`config.mk`:
```
export PLATFORM = sky130hd
export DESIGN_NAME = halton_radical_inverse
export DESIGN_NICKNAME = d
export VERILOG_FILES = /design/src/sv/hri_pkg.sv /design/src/sv/hri_divider.sv /design/src/sv/hri_digit_stack.sv /design/src/sv/halton_radical_inverse.sv
export SDC_FILE = /design/constraint.sdc
export NUM_CORES = 1
export LEC_CHECK = 0
export CORE_ASPECT_RATIO = 1.25
export CORE_MARGIN = 3
export CORE_UTILIZATION = 30
export CTS_BUF_LIST = sky130_fd_sc_hd__clkbuf_4
export DETAILED_ROUTE_END_ITERATION = 6
export DONT_BUFFER_PORTS = 1
export PLACE_DENSITY = 0.55
export SLEW_MARGIN = 20
export SYNTH_ARGS = -nofsm -noshare
export SYNTH_HDL_FRONTEND = slang
export SYNTH_HIERARCHICAL = 1
export SYNTH_SLANG_ARGS = --single-unit
```
`constraint.sdc`:
```
create_clock -name clk -period 3.9 [get_ports clk]
set_input_delay 0.39 -clock clk [delete_from_list [all_inputs] [get_ports clk]]
set_output_delay 0.39 -clock clk [all_outputs]
set_load 0.03 [all_outputs]
```
`src/sv/hri_pkg.sv`:
```
// ----------------------------------------------------------------------------
// hri_pkg
// Widths, step counts and shared types of the radical inverse block.
// ----------------------------------------------------------------------------
package hri_pkg;

	localparam int INDEX_BITS = 31;
	localparam int FRAC_BITS  = 32;
	localparam int BASE_BITS  = 8;

	// a base of at least two gives no more digits than index bits
	localparam int MAX_DIGITS = INDEX_BITS;
	localparam int SLOT_W     = $clog2(MAX_DIGITS);
	localparam int FILL_W     = $clog2(MAX_DIGITS + 1);

	// fraction step divides {digit, acc}, digit step divides the index
	localparam int FNUM_W = BASE_BITS + FRAC_BITS;
	localparam int DIV_W  = (INDEX_BITS > FNUM_W) ? INDEX_BITS : FNUM_W;
	localparam int STEP_W = $clog2(DIV_W + 1);

	localparam logic [STEP_W-1:0] DIG_STEPS  = STEP_W'(INDEX_BITS);
	localparam logic [STEP_W-1:0] FRAC_STEPS = STEP_W'(FNUM_W);

	typedef struct packed {
		logic go;
		logic frac_mode;
	} div_ctl_t;

endpackage

```
`src/sv/hri_divider.sv`:
```
// ----------------------------------------------------------------------------
// hri_divider
// Restoring divider, one quotient bit per cycle, shared by both phases.
// ----------------------------------------------------------------------------
module hri_divider (
	input  logic                           clk,
	input  logic                           arst_n,
	input  hri_pkg::div_ctl_t              ctl,
	input  logic [hri_pkg::BASE_BITS-1:0]  divisor,
	input  logic [hri_pkg::DIV_W-1:0]      dividend,
	output logic [hri_pkg::DIV_W-1:0]      quotient,
	output logic [hri_pkg::BASE_BITS-1:0]  remainder,
	output logic                           done
);
	import hri_pkg::*;

	logic [DIV_W-1:0]     q_q;
	logic [BASE_BITS-1:0] rem_q;
	logic [BASE_BITS-1:0] div_q;
	logic [STEP_W-1:0]    cnt_q;
	logic                 done_q;
	logic [BASE_BITS:0]   trial;
	logic [BASE_BITS:0]   diff;
	logic                 qbit;

	assign trial = {rem_q, q_q[DIV_W-1]};
	assign diff  = trial - {1'b0, div_q};
	assign qbit  = (trial >= {1'b0, div_q});

	always_ff @(posedge clk or negedge arst_n) begin
		if (!arst_n) begin
			cnt_q  <= '0;
			done_q <= 1'b0;
		end else begin
			done_q <= (cnt_q == STEP_W'(1));
			if (ctl.go) begin
				cnt_q <= ctl.frac_mode ? FRAC_STEPS : DIG_STEPS;
			end else if (cnt_q != '0) begin
				cnt_q <= cnt_q - STEP_W'(1);
			end
		end
	end

	always_ff @(posedge clk) begin
		if (ctl.go) begin
			q_q   <= dividend;
			rem_q <= '0;
			div_q <= divisor;
		end else if (cnt_q != '0) begin
			// quotient bits enter at the bottom as dividend bits leave the top
			q_q   <= {q_q[DIV_W-2:0], qbit};
			rem_q <= qbit ? diff[BASE_BITS-1:0] : trial[BASE_BITS-1:0];
		end
	end

	assign quotient  = q_q;
	assign remainder = rem_q;
	assign done      = done_q;

endmodule

```
`src/sv/hri_digit_stack.sv`:
```
// ----------------------------------------------------------------------------
// hri_digit_stack
// Last-in first-out store of index digits, registered read on pop.
// ----------------------------------------------------------------------------
module hri_digit_stack (
	input  logic                           clk,
	input  logic                           arst_n,
	input  logic                           push,
	input  logic                           pop,
	input  logic [hri_pkg::BASE_BITS-1:0]  wr_data,
	output logic [hri_pkg::BASE_BITS-1:0]  rd_data,
	output logic                           empty
);
	import hri_pkg::*;

	logic [BASE_BITS-1:0] mem [MAX_DIGITS];
	logic [FILL_W-1:0]    fill_q;
	logic [FILL_W-1:0]    fill_dec;
	logic [BASE_BITS-1:0] rd_q;

	assign fill_dec = fill_q - FILL_W'(1);

	always_ff @(posedge clk or negedge arst_n) begin
		if (!arst_n) begin
			fill_q <= '0;
		end else if (push) begin
			fill_q <= fill_q + FILL_W'(1);
		end else if (pop) begin
			fill_q <= fill_dec;
		end
	end

	always_ff @(posedge clk) begin
		if (push) begin
			mem[fill_q[SLOT_W-1:0]] <= wr_data;
		end
		if (pop) begin
			rd_q <= mem[fill_dec[SLOT_W-1:0]];
		end
	end

	assign rd_data = rd_q;
	assign empty   = (fill_q == '0);

endmodule

```
`src/sv/halton_radical_inverse.sv`:
```
// ----------------------------------------------------------------------------
// halton_radical_inverse
// Radical inverse of a sample index in a given base, 0.32 fixed point.
// ----------------------------------------------------------------------------
// One item at a time: busy is high from the accepting edge until the result
// strobe. With D base digits in the index, an item takes D digit extractions
// and D fraction steps, all on the one bit-serial divider; a zero index or a
// base below two skips the divider and never raises busy. The result is
// on fraction and bad_base for the single cycle that done is high and must
// be captured then. A new start is taken in that same cycle.
module halton_radical_inverse (
	input  logic                           clk,
	input  logic                           arst_n,
	input  logic                           start,
	output logic                           busy,
	input  logic [hri_pkg::BASE_BITS-1:0]  base,
	input  logic [hri_pkg::INDEX_BITS-1:0] index,
	output logic                           done,
	output logic [hri_pkg::FRAC_BITS-1:0]  fraction,
	output logic                           bad_base
);
	import hri_pkg::*;

	typedef enum logic [4:0] {
		S_IDLE  = 5'b00001,
		S_DIG   = 5'b00010,
		S_FREAD = 5'b00100,
		S_FLOAD = 5'b01000,
		S_FRAC  = 5'b10000
	} state_t;

	state_t               state_q;
	logic [BASE_BITS-1:0] base_q;
	logic [FRAC_BITS-1:0] acc_q;
	logic [FRAC_BITS-1:0] fraction_q;
	logic                 bad_q;
	logic                 done_q;

	div_ctl_t             dctl;
	logic [BASE_BITS-1:0] divisor;
	logic [DIV_W-1:0]     dividend;
	logic [DIV_W-1:0]     quot;
	logic [BASE_BITS-1:0] rem;
	logic                 div_done;

	logic                 push;
	logic                 pop;
	logic [BASE_BITS-1:0] top_digit;
	logic                 empty;

	logic                  accept;
	logic                  base_ok;
	logic [INDEX_BITS-1:0] n_next;

	assign accept  = start && (state_q == S_IDLE);
	assign base_ok = (base >= BASE_BITS'(2));
	assign n_next  = (state_q == S_IDLE) ? index : quot[INDEX_BITS-1:0];

	always_comb begin
		dctl.go        = 1'b0;
		dctl.frac_mode = 1'b0;
		push           = 1'b0;
		pop            = 1'b0;
		unique case (state_q)
			S_IDLE: begin
				dctl.go = accept && base_ok && (index != '0);
			end
			S_DIG: begin
				push    = div_done;
				dctl.go = div_done && (n_next != '0);
			end
			S_FREAD: begin
				pop = 1'b1;
			end
			S_FLOAD: begin
				dctl.go        = 1'b1;
				dctl.frac_mode = 1'b1;
			end
			S_FRAC: begin
			end
			default: begin
			end
		endcase
	end

	assign divisor  = (state_q == S_IDLE) ? base : base_q;
	assign dividend = dctl.frac_mode
		? (DIV_W'({top_digit, acc_q}) << (DIV_W - FNUM_W))
		: (DIV_W'(n_next) << (DIV_W - INDEX_BITS));

	hri_divider u_div (
		.clk       (clk),
		.arst_n    (arst_n),
		.ctl       (dctl),
		.divisor   (divisor),
		.dividend  (dividend),
		.quotient  (quot),
		.remainder (rem),
		.done      (div_done)
	);

	hri_digit_stack u_stack (
		.clk     (clk),
		.arst_n  (arst_n),
		.push    (push),
		.pop     (pop),
		.wr_data (rem),
		.rd_data (top_digit),
		.empty   (empty)
	);

	always_ff @(posedge clk or negedge arst_n) begin
		if (!arst_n) begin
			state_q <= S_IDLE;
			done_q  <= 1'b0;
		end else begin
			done_q <= 1'b0;
			unique case (state_q)
				S_IDLE: begin
					if (accept) begin
						if (!base_ok || (index == '0)) begin
							done_q <= 1'b1;
						end else begin
							state_q <= S_DIG;
						end
					end
				end
				S_DIG: begin
					// last digit found once the running quotient hits zero
					if (div_done && (n_next == '0)) begin
						state_q <= S_FREAD;
					end
				end
				S_FREAD: begin
					state_q <= S_FLOAD;
				end
				S_FLOAD: begin
					state_q <= S_FRAC;
				end
				S_FRAC: begin
					if (div_done) begin
						if (empty) begin
							state_q <= S_IDLE;
							done_q  <= 1'b1;
						end else begin
							state_q <= S_FREAD;
						end
					end
				end
				default: begin
					state_q <= S_IDLE;
				end
			endcase
		end
	end

	always_ff @(posedge clk) begin
		if (accept) begin
			base_q     <= base;
			acc_q      <= '0;
			fraction_q <= '0;
			bad_q      <= !base_ok;
		end else if ((state_q == S_FRAC) && div_done) begin
			acc_q      <= quot[FRAC_BITS-1:0];
			fraction_q <= quot[FRAC_BITS-1:0];
		end
	end

	assign busy     = (state_q != S_IDLE);
	assign done     = done_q;
	assign fraction = fraction_q;
	assign bad_base = bad_q;

endmodule

```
After elaboration in Yosys (flattened, before gate mapping):

Memories as Yosys holds them, arrays and structs flattened. A register that Yosys moved wholly into a read port is not among the register bits.
Cells that the tools add are included.

* $add $sub $neg: 4
* muxes and demuxes: 28
* $lt $le $gt $ge: 2
* reduce and logical (&&, ||, !) cells: 17
* equal/unequal tests: 11

Operator list (count)
* 40-bit 2-to-1 mux: 3
* 31-bit logical NOT: 2
* 31-bit nonzero test: 2
* 31-bit 2-to-1 mux: 1
* 5-bit 2-to-1 mux: 6
* 5-bit one-hot mux with 5 select lines: 1
* 6-bit 2-to-1 mux: 3
* 8-bit 2-to-1 mux: 2
* 9-bit by 8-bit greater-or-equal comparator with 1-bit output: 1
* 1-bit 2-to-1 mux: 9
* 8-bit by 2-bit greater-or-equal comparator with 1-bit output, second input constant: 1
* 8-bit subtractor: 1
* 6-bit by 1-bit == test with 1-bit output, second input constant: 1
* 1-bit logical AND: 6
* 2-bit inequality test, second input constant: 3
* 6-bit nonzero test: 1
* 6-bit by 1-bit subtractor with 6-bit output, second input constant: 1
* 5-bit by 1-bit adder with 5-bit output, second input constant: 1
* 5-bit by 1-bit == test with 1-bit output, second input constant: 1
* 5-bit by 2-bit == test with 1-bit output, second input constant: 1
* 5-bit by 3-bit == test with 1-bit output, second input constant: 1
* 5-bit by 4-bit == test with 1-bit output, second input constant: 1
* 5-bit == test, second input constant: 1
* 5-bit logical NOT: 1
* other kinds (10): 11

* bits in registers: 115
* output and inout port bits: 35
* input port bits: 42
* RAM bits: 248
* memories: 1

Memories
* u_stack.mem: depth 31, bits a word 8, read ports 1, clocked after Yosys merged registers in 1, wr ports 1, RTL line hri_digit_stack.sv:16 `logic [BASE_BITS-1:0] mem [MAX_DIGITS];`

Longest topological paths before layout:

* depth after elaboration: 6
* gate-level depth with buffers: 11
* mapped depth without buffers: 8

Modules after synthesis:

Netlist, hierarchy kept.

By module, submodules not included
* hri_digit_stack: cells each 534, instances 1, area each 10597.7 sq um
* hri_divider: cells each 240, instances 1, area each 3185.6 sq um
* halton_radical_inverse: cells each 360, instances 1, area each 2887.8 sq um

Least setup slack after synthesis:

No wires, ideal clock.

* kind: flip-flop to flip-flop
* start: register state_q[2]
* end: register u_div.q_q[0] (netlist: u_div/quotient[0]) (enable)
* path buffers: 4
* data arrival time: 2.966 ns
* stages on the path, launching flop included: 10
* setup slack: 0.536 ns
* data required time: 3.501 ns
* cells stage by stage: dfrtp_1 > buf_2 > nor2_2 > and3_1 > buf_4 > nand2_1 > o221ai_1 > clkbuf_1 > buf_2 > or3_1

RTL lines
* start: declaration: RTL line halton_radical_inverse.sv:32 `state_t state_q;`
* start signal: assignment: RTL line halton_radical_inverse.sv:114 `state_q <= S_IDLE;`
* start signal: assignment: RTL line halton_radical_inverse.sv:124 `state_q <= S_DIG;`
* start signal: assignment: RTL line halton_radical_inverse.sv:131 `state_q <= S_FREAD;`
* end signal: assignment: RTL line hri_divider.sv:46 `q_q <= dividend;`
* end signal: assignment: RTL line hri_divider.sv:51 `q_q <= {q_q[DIV_W-2:0], qbit};`
* end: declaration: RTL line hri_divider.sv:17 `logic [DIV_W-1:0] q_q;`

==> run metrics <==
top cells by area, synth=sky130_fd_sc_hd__edfxtp_1, sky130_fd_sc_hd__dfxtp_1, sky130_fd_sc_hd__mux2i_1; final estimated routing congestion in global placement=0.819; nets in the synthesized netlist=1192; maximum resistive drop on vdd=0.195 mV; Mean Syn Cell Area=~15 sq um; Yosys top cell by area=sky130_fd_sc_hd__edfxtp_1; residual DRC count=0; post-route fraction of the period consumed by the critical path=76.6%; signal arrival time at the worst endpoint=3.32 ns; unrepaired setup endpoints after global routing=no; final design area excluding fillers=0.0190 sq mm; register bit total from synthesis=roughly 370; most frequent cells in the layout=sky130_fd_sc_hd__edfxtp_1, sky130_fd_sc_hd__nand2_1, sky130_fd_sc_hd__clkbuf_4; worst setup slack after placement=0.898 ns; post-synth top area share=56.4%; first drt pass iteration count=5; time the final worst path needs with I/O delays and setup=2.99 ns; clock buffers created by TritonCTS=90; Num Clock Sinks=371; clock root buffer master=sky130_fd_sc_hd__clkbuf_4; largest net degree at the start of global routing=75; Max clock buf depth=3; minimum setup slack in the final design=0.913 ns; synthesized cell area=roughly 0.017 sq mm; commonest non-fill, non-tap cell in the layout=sky130_fd_sc_hd__edfxtp_1; layout-stage area growth over the synthesis result=14.1%; startpoint type of the worst setup path=flop; vias in the first global route=10398; Post-CTS Repair Setup Buffers=0; largest family of logic cells by synthesized area=multiplexers; compound-cell area share of the yosys netlist=6.69%; required arrival time at the worst endpoint=4.23 ns; number of maximum-capacitance constraint violations=0; Reg2Reg Setup Slack=0.91 ns; initial standard-cell utilization of the core=between 30% and 40%; number of cells on the worst hold path=3; clock latency on the worst-skew pair=0.75 ns; adder-cell area share of the yosys netlist=1.25%; pin slew with the least headroom to its limit=around 1.1 ns; fraction of final layout cells with drive strength greater than 1=24.1%; total leakage power=6.86 nW; warning count from the yosys run=6; worst hold-check path type=in2reg; TritonCTS clock tree=built; total power density per cell area=392 mW/mm^2; global route overflow=0; first-pass GRT wire length=60.1 mm; core area=0.0543 sq mm; sum of negative setup slack=0 ns; nets@finish=around 1300; Die Outline Area=0.0585 sq mm; Post-Route WL=38.6 mm; post-detailed-route count of antenna-violating nets=0; fraction of the yosys area taken by sequential cells=between 60% and 70%; setup violators final=0; Port Buf Inserts=0; share of cell area taken by muxes after synthesis=approximately 15%; H-tree level count=3; Wirelength per Cell=about 19 um; # placed instances=1832; x dimension of the die=217 um; clock slew at the register clock pins of the worst setup and hold paths=0.07 ns; Hold Vio Cnt, Final=0; maximum fanout encountered on the critical timing path=40; Netlist cell types=84; row count=95; die height=roughly 270 um; DRC marker count from the first detailed-route iteration=550; fraction of synthesis flops using an asynchronous set or reset pin=4.85%; Post-synth EDFFs=313; antenna violations before repair=3; detailed-placement wirelength estimate=about 25 mm; endpoint kind of the worst setup timing path=flop; instance count of the mapped netlist=between 1000 and 1500; final standard cell count with taps included and fillers excluded=about 2000; outcome=finished, final reports clean; achievable frequency=335 MHz; Slew HR=24.6%; All-Layer GR Usage=13.2%; fraction of the mapped netlist area in simple logic gates=9.11%; Top FF cell, synth=sky130_fd_sc_hd__edfxtp_1; fraction of synthesized cell area in xor and xnor cells=0.833%; Placed Instance Area=0.0175 sq mm; Fin Clk Skew=0.0585 ns; CP Class=reg2reg; I/O pins=between 70 and 80; routed via count=9813; FF-to-FF path depth=5; number of slew-limit violations in the final report=0; vias per cell=4.81
==> through the flow <==
step / hold slack, ns / util (%) / power, W
6_report: 0.124 / 35.0 / 0.00745
5_1_grt: 0.0630 / 35.0 / 0.00779
4_1_cts: 0.0101 / 35.0 / 0.00759
3_5_place_dp: 0.0957 / 32.1 / 0.00433
3_3_place_gp: 0.0956 / 32.1 / 0.00433
2_1_floorplan: 0.0944 / - / 0.00433
==> final cells by class <==
class / instances / area, sq um
timing repair buffer: 74 / 678
tap: 727 / 910
fill: 5265 / 35300
multi-input combinational: 678 / 5510
clock inverter: 35 / 170
clock buffer: 132 / 991
sequential: 371 / 10700
inverter: 21 / 93.8
antenna: 2 / 5.00
==> cell usage after synthesis, types with 5 or more instances <==
| cell | count |
|---|---|
| sky130_fd_sc_hd__a211oi_1 | 12 |
| sky130_fd_sc_hd__a21oi_1 | 38 |
| sky130_fd_sc_hd__and2_1 | 24 |
| sky130_fd_sc_hd__buf_2 | 22 |
| sky130_fd_sc_hd__buf_4 | 8 |
| sky130_fd_sc_hd__buf_6 | 14 |
| sky130_fd_sc_hd__clkbuf_1 | 13 |
| sky130_fd_sc_hd__dfrtp_1 | 17 |
| sky130_fd_sc_hd__dfxtp_1 | 40 |
| sky130_fd_sc_hd__edfxtp_1 | 313 |
| sky130_fd_sc_hd__ha_1 | 15 |
| sky130_fd_sc_hd__inv_1 | 17 |
| sky130_fd_sc_hd__mux2_2 | 49 |
| sky130_fd_sc_hd__mux2i_1 | 79 |
| sky130_fd_sc_hd__mux4_1 | 19 |
| sky130_fd_sc_hd__mux4_2 | 29 |
| sky130_fd_sc_hd__nand2_1 | 139 |
| sky130_fd_sc_hd__nand2b_1 | 7 |
| sky130_fd_sc_hd__nand3_1 | 8 |
| sky130_fd_sc_hd__nand3b_1 | 5 |
| sky130_fd_sc_hd__nand4_1 | 5 |
| sky130_fd_sc_hd__nor2_1 | 61 |
| sky130_fd_sc_hd__nor3_1 | 10 |
| sky130_fd_sc_hd__nor3b_1 | 6 |
| sky130_fd_sc_hd__nor4_1 | 16 |
| sky130_fd_sc_hd__o21ai_0 | 17 |
| sky130_fd_sc_hd__o21ai_1 | 12 |
| sky130_fd_sc_hd__o21ai_2 | 21 |
| sky130_fd_sc_hd__o221ai_1 | 9 |
| sky130_fd_sc_hd__o31ai_1 | 10 |
| sky130_fd_sc_hd__or3_1 | 6 |
| sky130_fd_sc_hd__xnor2_1 | 9 |
| sky130_fd_sc_hd__xor2_1 | 5 |
==> worst max-delay path, stage by stage, from the launching register on <==
cell	delay, ns
sky130_fd_sc_hd__edfxtp_1	0.47
sky130_fd_sc_hd__nor4_1	0.38
sky130_fd_sc_hd__nand4_1	0.23
sky130_fd_sc_hd__nor3_1	0.40
sky130_fd_sc_hd__o221ai_4	0.14
sky130_fd_sc_hd__or3_2	0.94
==> flip-flops by register name (all words and copies together), names as in the netlist <==
register	cells
u_stack/rd_data	8
u_div/done	1
u_div/div_q	8
fraction	32
u_div/remainder	8
state_q	5
u_stack/mem	248
bad_base	1
done	1
u_div/cnt_q	6
base_q	8
u_stack/fill_q	5
u_div/quotient	40
==> final timing paths <==
path                                         from            endpoint
worst max-delay path            u_div/quotient[8]   u_div/quotient[0]
max in group asynchronous                  arst_n   u_stack/fill_q[0]
worst min-delay path                    index[14]  u_div/quotient[23]
worst min register to register          base_q[5]      u_div/div_q[5]
min in group asynchronous                  arst_n      u_div/cnt_q[4]
worst max register to register  u_div/quotient[8]   u_div/quotient[0]
==> report_power, final <==
group          total (W)  switching [W]  internal (W)
clock network    0.00317        0.00154       0.00163
logic          0.0000442      0.0000155     0.0000288
registers        0.00424              0       0.00424
total            0.00745        0.00155       0.00590
==> layer usage <==
| metal | track usage (%) | wire length [um] | up-vias |
|---|---|---|---|
| met5 | 0 | 12 | - |
| met1 | 15.4 | 15500 | 4864 |
| met4 | 5.27 | 1010 | 2 |
| li1 | - | - | 4618 |
| met2 | 23.2 | 19900 | 269 |
| met3 | 3.25 | 2210 | 60 |
==> timing repair <==
action | in CTS | in global routing
gates resized for setup | 0 | 0
hold buffers | 39 | 0
endpoints found under the hold margin | 65 | 0
==> kinds of logic (layout without fill, tap and decap cells) <==
kind of cell | Yosys count | in the layout
and+or+nand+nor | 313 | 313
muxes | 176 | 176
AOI/OAI and AO/OA | 158 | 158
xor gates and xnor gates | 15 | 15
buffers and inverters | 85 | 262
other | 0 | 2
DFF | 371 | 371
adders and majority gates | 16 | 16
Note: power is estimated with default switching activity, not from simulation.
